<file path="src/hdl/owbm_pkg.sv">
// Shared types, slot timings and the CRC-8 helper for the one-wire bus master.
`timescale 1ns / 1ps

package owbm_pkg;

  localparam int TIMER_W = 9;

  localparam logic [TIMER_W-1:0] T_W0_LOW     = TIMER_W'(60);
  localparam logic [TIMER_W-1:0] T_W0_REL     = TIMER_W'(2);
  localparam logic [TIMER_W-1:0] T_W1_LOW     = TIMER_W'(2);
  localparam logic [TIMER_W-1:0] T_W1_REL     = TIMER_W'(60);
  localparam logic [TIMER_W-1:0] T_RD_LOW     = TIMER_W'(2);
  localparam logic [TIMER_W-1:0] T_RD_SAMPLE  = TIMER_W'(8);
  localparam logic [TIMER_W-1:0] T_RD_REC     = TIMER_W'(52);
  localparam logic [TIMER_W-1:0] T_RST_LOW    = TIMER_W'(480);
  localparam logic [TIMER_W-1:0] T_RST_SAMPLE = TIMER_W'(70);
  localparam logic [TIMER_W-1:0] T_RST_REC    = TIMER_W'(410);

  localparam logic [7:0] CRC_POLY_REFL = 8'h8C;

  localparam int IN_DATA_W  = 16;
  localparam int OUT_DATA_W = 24;

  typedef enum logic [3:0] {
    PH_IDLE     = 4'd0,
    PH_BIT_LOW  = 4'd1,
    PH_WR_REL   = 4'd2,
    PH_RD_WAIT  = 4'd3,
    PH_RD_REC   = 4'd4,
    PH_RST_LOW  = 4'd5,
    PH_RST_WAIT = 4'd6,
    PH_RST_REC  = 4'd7
  } phase_t;

  typedef enum logic [1:0] {
    KIND_TICK  = 2'd0,
    KIND_RESET = 2'd1,
    KIND_WRITE = 2'd2,
    KIND_READ  = 2'd3
  } kind_t;

  typedef enum logic [1:0] {
    ST_OK          = 2'd0,
    ST_NO_PRESENCE = 2'd1,
    ST_REJECTED    = 2'd2
  } status_t;

  // Reflected Dallas CRC-8, one byte folded in.
  function automatic logic [7:0] crc8_byte(input logic [7:0] crc, input logic [7:0] b);
    logic [7:0] x;
    x = crc ^ b;
    for (int i = 0; i < 8; i++) begin
      x = x[0] ? ((x >> 1) ^ CRC_POLY_REFL) : (x >> 1);
    end
    return x;
  endfunction

endpackage

</file>
<file path="src/hdl/one_wire_bus_master_unit.sv">
// Top level of the one-wire bus master: phase sequencer, timers, CRC and result register.
`timescale 1ns / 1ps

// One-wire bus master with a running Dallas CRC-8.
// Input channel (in_*): every beat is either a microsecond tick carrying the
// sampled bus level, or a command (bus reset, write byte, read byte) chosen
// by in_tuser. Commands take no bus time; ticks advance the slot timers.
// Result channel (out_*): exactly one result beat per input beat, carrying
// the drive-low request for the coming microsecond, busy/done flags, status,
// the last byte read and the running CRC.
// A beat's result is registered and appears on out_* in the cycle after the
// beat is taken. Throughput: one beat per clock unless stalled; the whole
// update is one pass of combinational logic from the held state into the
// result register. in_tready is high while the result register is empty or
// is being taken in the same cycle, so a stalled receiver holds one result
// and stops the input only then; nothing is dropped or repeated.
// A command that arrives while an operation runs is rejected (done, status
// rejected) and the running operation carries on untouched.
// Reset (rst_n low, synchronous): the sequencer returns to idle, timers,
// counters, shift register, CRC and last-read byte clear, and the result
// register empties.
module one_wire_bus_master_unit (
  input  logic                            clk,
  input  logic                            rst_n,
  input  logic                            in_tvalid,
  output logic                            in_tready,
  input  logic [owbm_pkg::IN_DATA_W-1:0]  in_tdata,   // [7:0] data_byte, [8] line_level,
                                                      // [15:9] zero
  input  logic [1:0]                      in_tuser,   // [1:0] kind
  output logic                            out_tvalid,
  input  logic                            out_tready,
  output logic [owbm_pkg::OUT_DATA_W-1:0] out_tdata   // [0] drive_low, [1] busy_res,
                                                      // [2] done_res, [4:3] status,
                                                      // [12:5] read_data,
                                                      // [20:13] crc_value, [21] crc_zero,
                                                      // [23:22] zero
);

  // Sequencer state
  owbm_pkg::phase_t                  phase_r, phase_nxt;
  logic [owbm_pkg::TIMER_W-1:0]      slot_timer_r, slot_timer_nxt;
  logic [2:0]                        bit_count_r, bit_count_nxt;
  logic [7:0]                        shift_byte_r, shift_byte_nxt;
  owbm_pkg::kind_t                   operation_r, operation_nxt;
  logic                              presence_r, presence_nxt;
  logic [7:0]                        crc_r, crc_nxt;
  logic [7:0]                        last_read_r, last_read_nxt;

  // Result register
  logic                              out_valid_r;
  logic [owbm_pkg::OUT_DATA_W-1:0]   out_data_r, out_data_nxt;

  owbm_pkg::kind_t                   in_kind;
  logic [7:0]                        in_byte;
  logic                              in_line;
  logic                              in_accept;

  logic [owbm_pkg::TIMER_W-1:0]      timer_dec;
  logic                              expired;
  logic [7:0]                        fin_shift;
  logic                              done;
  owbm_pkg::status_t                 status;
  logic                              drive_low;
  logic                              busy;

  assign in_kind   = owbm_pkg::kind_t'(in_tuser);
  assign in_byte   = in_tdata[7:0];
  assign in_line   = in_tdata[8];
  assign in_tready = !out_valid_r || out_tready;
  assign in_accept = in_tvalid && in_tready;

  assign timer_dec = slot_timer_r - owbm_pkg::TIMER_W'(1);
  assign expired   = (timer_dec == '0);

  // Byte bits after the end of the current slot: writes shift the sent bit out.
  assign fin_shift = (phase_r == owbm_pkg::PH_WR_REL) ? (shift_byte_r >> 1) : shift_byte_r;

  // Next-state logic
  always_comb begin
    phase_nxt      = phase_r;
    slot_timer_nxt = slot_timer_r;
    bit_count_nxt  = bit_count_r;
    shift_byte_nxt = shift_byte_r;
    operation_nxt  = operation_r;
    presence_nxt   = presence_r;
    crc_nxt        = crc_r;
    last_read_nxt  = last_read_r;
    done           = 1'b0;
    status         = owbm_pkg::ST_OK;

    if (in_kind != owbm_pkg::KIND_TICK) begin
      if (phase_r != owbm_pkg::PH_IDLE) begin
        // Reject: leave the running operation alone
        done   = 1'b1;
        status = owbm_pkg::ST_REJECTED;
      end else if (in_kind == owbm_pkg::KIND_RESET) begin
        operation_nxt  = owbm_pkg::KIND_RESET;
        crc_nxt        = '0;
        presence_nxt   = 1'b0;
        phase_nxt      = owbm_pkg::PH_RST_LOW;
        slot_timer_nxt = owbm_pkg::T_RST_LOW;
      end else begin
        operation_nxt  = in_kind;
        bit_count_nxt  = '0;
        shift_byte_nxt = (in_kind == owbm_pkg::KIND_WRITE) ? in_byte : 8'h00;
        phase_nxt      = owbm_pkg::PH_BIT_LOW;
        if (in_kind == owbm_pkg::KIND_WRITE) begin
          slot_timer_nxt = in_byte[0] ? owbm_pkg::T_W1_LOW : owbm_pkg::T_W0_LOW;
        end else begin
          slot_timer_nxt = owbm_pkg::T_RD_LOW;
        end
      end
    end else begin
      case (phase_r)
        owbm_pkg::PH_IDLE: begin
          // Hold: ticks while idle change nothing
        end
        owbm_pkg::PH_BIT_LOW: begin
          slot_timer_nxt = timer_dec;
          if (expired) begin
            if (operation_r == owbm_pkg::KIND_WRITE) begin
              phase_nxt      = owbm_pkg::PH_WR_REL;
              slot_timer_nxt = shift_byte_r[0] ? owbm_pkg::T_W1_REL : owbm_pkg::T_W0_REL;
            end else begin
              phase_nxt      = owbm_pkg::PH_RD_WAIT;
              slot_timer_nxt = owbm_pkg::T_RD_SAMPLE;
            end
          end
        end
        owbm_pkg::PH_RD_WAIT: begin
          slot_timer_nxt = timer_dec;
          if (expired) begin
            // Sample the line into the top of the byte, LSB first overall
            shift_byte_nxt = {in_line, shift_byte_r[7:1]};
            phase_nxt      = owbm_pkg::PH_RD_REC;
            slot_timer_nxt = owbm_pkg::T_RD_REC;
          end
        end
        owbm_pkg::PH_WR_REL, owbm_pkg::PH_RD_REC: begin
          slot_timer_nxt = timer_dec;
          if (expired) begin
            shift_byte_nxt = fin_shift;
            if (bit_count_r == 3'd7) begin
              bit_count_nxt = '0;
              phase_nxt     = owbm_pkg::PH_IDLE;
              done          = 1'b1;
              if (operation_r == owbm_pkg::KIND_READ) begin
                last_read_nxt = fin_shift;
                crc_nxt       = owbm_pkg::crc8_byte(crc_r, fin_shift);
              end
            end else begin
              bit_count_nxt = bit_count_r + 3'd1;
              phase_nxt     = owbm_pkg::PH_BIT_LOW;
              if (operation_r == owbm_pkg::KIND_WRITE) begin
                slot_timer_nxt = fin_shift[0] ? owbm_pkg::T_W1_LOW : owbm_pkg::T_W0_LOW;
              end else begin
                slot_timer_nxt = owbm_pkg::T_RD_LOW;
              end
            end
          end
        end
        owbm_pkg::PH_RST_LOW: begin
          slot_timer_nxt = timer_dec;
          if (expired) begin
            phase_nxt      = owbm_pkg::PH_RST_WAIT;
            slot_timer_nxt = owbm_pkg::T_RST_SAMPLE;
          end
        end
        owbm_pkg::PH_RST_WAIT: begin
          slot_timer_nxt = timer_dec;
          if (expired) begin
            // A device answering pulls the line low here
            presence_nxt   = !in_line;
            phase_nxt      = owbm_pkg::PH_RST_REC;
            slot_timer_nxt = owbm_pkg::T_RST_REC;
          end
        end
        owbm_pkg::PH_RST_REC: begin
          slot_timer_nxt = timer_dec;
          if (expired) begin
            done      = 1'b1;
            status    = (presence_r && in_line) ? owbm_pkg::ST_OK : owbm_pkg::ST_NO_PRESENCE;
            phase_nxt = owbm_pkg::PH_IDLE;
          end
        end
        default: begin
          phase_nxt = owbm_pkg::PH_IDLE;
        end
      endcase
    end
  end

  // Output logic: flags follow the phase after this beat
  always_comb begin
    drive_low    = (phase_nxt == owbm_pkg::PH_BIT_LOW) || (phase_nxt == owbm_pkg::PH_RST_LOW);
    busy         = (phase_nxt != owbm_pkg::PH_IDLE);
    out_data_nxt = {2'b00, (crc_nxt == 8'h00), crc_nxt, last_read_nxt,
                    status, done, busy, drive_low};
  end

  always_ff @(posedge clk) begin
    if (!rst_n) begin
      phase_r      <= owbm_pkg::PH_IDLE;
      slot_timer_r <= '0;
      bit_count_r  <= '0;
      shift_byte_r <= '0;
      operation_r  <= owbm_pkg::KIND_TICK;
      presence_r   <= 1'b0;
      crc_r        <= '0;
      last_read_r  <= '0;
      out_valid_r  <= 1'b0;
    end else begin
      if (in_accept) begin
        phase_r      <= phase_nxt;
        slot_timer_r <= slot_timer_nxt;
        bit_count_r  <= bit_count_nxt;
        shift_byte_r <= shift_byte_nxt;
        operation_r  <= operation_nxt;
        presence_r   <= presence_nxt;
        crc_r        <= crc_nxt;
        last_read_r  <= last_read_nxt;
        out_valid_r  <= 1'b1;
      end else if (out_tready) begin
        out_valid_r  <= 1'b0;
      end
    end
  end

  // Result payload: load on every accepted beat
  always_ff @(posedge clk) begin
    if (in_accept) begin
      out_data_r <= out_data_nxt;
    end
  end

  assign out_tvalid = out_valid_r;
  assign out_tdata  = out_data_r;

endmodule

</file>
<file path="config.mk">
export PLATFORM = sky130hd
export DESIGN_NAME = one_wire_bus_master_unit
export DESIGN_NICKNAME = d
export VERILOG_FILES = /design/src/hdl/owbm_pkg.sv /design/src/hdl/one_wire_bus_master_unit.sv
export SDC_FILE = /design/constraint.sdc
export NUM_CORES = 1
export LEC_CHECK = 0
export BUFFER_PORTS_ARGS = -buffer_cell sky130_fd_sc_hd__buf_2
export CAP_MARGIN = 10
export CORE_AREA = 10 10 75 141
export DETAILED_ROUTE_END_ITERATION = 6
export DIE_AREA = 0 0 85 151
export HOLD_SLACK_MARGIN = 0.05
export PLACE_DENSITY = 0.68
export SYNTH_ARGS = -nofsm -noshare
export SYNTH_HDL_FRONTEND = slang
export SYNTH_SLANG_ARGS = --single-unit
</file>
<file path="constraint.sdc">
create_clock -name clk -period 8 [get_ports clk]
set_input_delay 0.8 -clock clk [delete_from_list [all_inputs] [get_ports clk]]
set_output_delay 0.8 -clock clk [all_outputs]
set_load 0.005 [all_outputs]
</file>
==> impl_metrics.env <==
export IMPL_period_minus_slack_ps=3440
export IMPL_finish_net_count=511
export IMPL_crit_buf_inv=1
export IMPL_path_cells="nor4b_2 > buf_4 > mux2i_1 > xnor2_1 > xnor3_1 > o2bb2ai_1 > nor4_1 > and4_1"
export IMPL_globalplace_congestion=0.949
export IMPL_cts_sinks=66
export IMPL_worstMarginPinSlew_ps=1110
export IMPL_grt_pass1_vias=3543
export IMPL_ys_types=59
export IMPL_ant_nets=0
export IMPL_synth_edf_count=22
export IMPL_yosys_most_used_dff="dfxtp_1"
export IMPL_finClkSkew_ps=3.34
export IMPL_cts_root_buf="clkbuf_16"
export IMPL_finalCritPeriodShare=0.430
export IMPL_ir_worst_vdd_mv=0.119
export IMPL_required_ps=8100
export IMPL_finalHoldViolCount=0
export IMPL_hold_class="flip-flop to flip-flop"
export IMPL_vias_per_cell=6.03
export IMPL_fill_cells=769
export IMPL_postPlaceCellArea_sq_mm=0.00424
export IMPL_rsz0062_at_grt="false"
export IMPL_gr_usage_all_layers=0.172
export IMPL_post_route_cell_area_sq_mm=0.00452
export IMPL_max_freq_mhz=291
export IMPL_critPathTopFamily="XOR/XNOR gates"
export IMPL_postCtsSetupRepairBufs=0
export IMPL_cp_end_kind="flip-flop"
export IMPL_cts_tree="built"
export IMPL_r2r_cells=8
export IMPL_ys_seq_area_frac=0.382
export IMPL_dr_pass1_iters=4
export IMPL_cts_repair_resized=0
export IMPL_layout_drive_gt1_share=0.137
export IMPL_ctsHoldBuffers=0
export IMPL_die_h_microns=151
export IMPL_layout_common_cells="46 x nor2_1, 44 x dfxtp_1, 39 x nand2_1"
export IMPL_dpl_hpwl_microns=7890
export IMPL_hold_path_cell_count=2
export IMPL_io_pins=48
export IMPL_relSlewSlack=0.251
export IMPL_finalMaxSlewViolations=0
export IMPL_setup_viol=0
export IMPL_outcome="finished clean"
export IMPL_cts_max_path_buffers=2
export IMPL_ys_ff_latch=66
export IMPL_worstPathArrival_ps=3530
export IMPL_timing_final_ws_setup_ps=4560
export IMPL_num_antenna_cells=0
export IMPL_cts_made_buffers=9
export IMPL_drt_iter0_markers=191
export IMPL_synthTopCellsByArea="dfxtp_1 22%, edfxtp_1 16%, mux2i_1 4.7%"
export IMPL_grt_pass1_wl_microns=17700
export IMPL_crit_cells=8
export IMPL_io_buffer_count=38
export IMPL_finalPower_uw=912
export IMPL_fin_setup_tns_ps=0
export IMPL_yosys_warnings=0
export IMPL_clkLatencyLatePin_ps=340
export IMPL_critical_path_class="flip-flop to flip-flop"
export IMPL_via_count=3544
export IMPL_drv_cap=0
export IMPL_areaGrowthSynthToFinish_pct=11.9
export IMPL_wl_per_cell_microns=18.4
export IMPL_yosys_area_top_type="dfxtp_1"
export IMPL_p_per_area_mw_per_mm2=202
export IMPL_syn_inst=467
export IMPL_grt_max_degree=46
export IMPL_rows=47
export IMPL_antenna_found_initial=0
export IMPL_async_flop_share=0
export IMPL_cpMaxStageDelayCell="dfxtp_1"
export IMPL_finalWirelength_microns=10800
export IMPL_avgSynthCellArea_sq_um=8.64
export IMPL_crit_path_max_incr_delay_ps=720
export IMPL_die_w_microns=85
export IMPL_p_leak_uw=0.00166
export IMPL_netlist_area_sq_mm=0.00404
export IMPL_start_util=0.487
export IMPL_cts_clk_slew_worst_paths_ps=60
export IMPL_yosysTopAreaCellShare=0.218
export IMPL_layout_cells_most_common="nor2_1"
export IMPL_gr_total_overflow=0
export IMPL_drc=0
export IMPL_dieArea_sq_mm=0.0128
export IMPL_crit_path_start_kind="flip-flop"
export IMPL_place_ws_ps=4500
export IMPL_htreeDepth=3
export IMPL_cp_max_fo=20
export IMPL_core_area_sq_mm=0.00829
[layout make-up]
cell class,count,area (sq um),area share
Clock inverter,6,41.3,0.00914
Multi-Input combinational cell,351,2290,0.506
Clock buffer,10,239,0.0529
Tap cell,98,123,0.0271
Sequential cell,66,1540,0.341
Timing Repair Buffer,45,243,0.0537
Inverter,12,45.0,0.00997
[power breakdown]
part	switching [uW]	leakage, uW	total [uW]	internal (uW)
combinational	90.1	0.000946	160	69.7
sequential	17.1	0.000579	383	366
clock	151	0.000133	369	218
[tightest hold or removal path, cell delays in order (launching register included)]
cell and delay [ps]:
dfxtp_1 310, nand2_1 50, a21boi_0 60
[layer usage]
layer  global-route usage  up-vias  routed length, microns
met5                    0        -                       0
met4                0.104        0                     426
met3               0.0366       31                     439
met2                0.329      101                    6280
met1                0.158     1688                    3700
li1                     -     1724                       -
[sequential cells by signal, summed over array words and instances, names as in the netlist]
register      count
presence_r        1
phase_r           4
bit_count_r       3
crc_r             8
operation_r       2
slot_timer_r      9
out_tdata        22
last_read_r       8
out_tvalid        1
shift_byte_r      8
[through the flow]
stage                util  instances  hold WS (ps)
floorplan               -        468           444
global placement    0.511        572           452
detailed placement  0.511        572           458
CTS                 0.545        588           466
global route        0.545        588           503
finish              0.545        588           463
[synthesized netlist by cell type, drive strengths merged, types with 11 or more instances]
cell type and instances:
buf 11, o21ai 28, nor2 46, edfxtp 22, nor4 11, nand2 39
a21boi 21, mux2i 19, or3 11, a21oi 36, dfxtp 44, clkbuf 28
xnor2 14, inv 11
[logic make-up (layout without fill, tap and decap cells)]
kind of cell    Yosys count  count (layout)  share of synthesized area
simple gates            166             166                      0.214
flops                    66              66                      0.382
mux                      19              19                     0.0471
xor+xnor                 27              27                     0.0756
fa+ha+maj                 4               4                     0.0124
compound gates          133             133                      0.215
other cells               1               2                   0.000929
buf+inv                  51              73                     0.0527
[worst paths after layout]
kind / startpoint / to / slack (ps)
max: phase_r[1] / out_tdata[21] / 4560
min: last_read_r[2] / last_read_r[2] / 460
max reg2reg: phase_r[1] / out_tdata[21] / 4560
min reg2reg: last_read_r[2] / last_read_r[2] / 460
No activity file was read; power rests on OpenSTA's default activity.
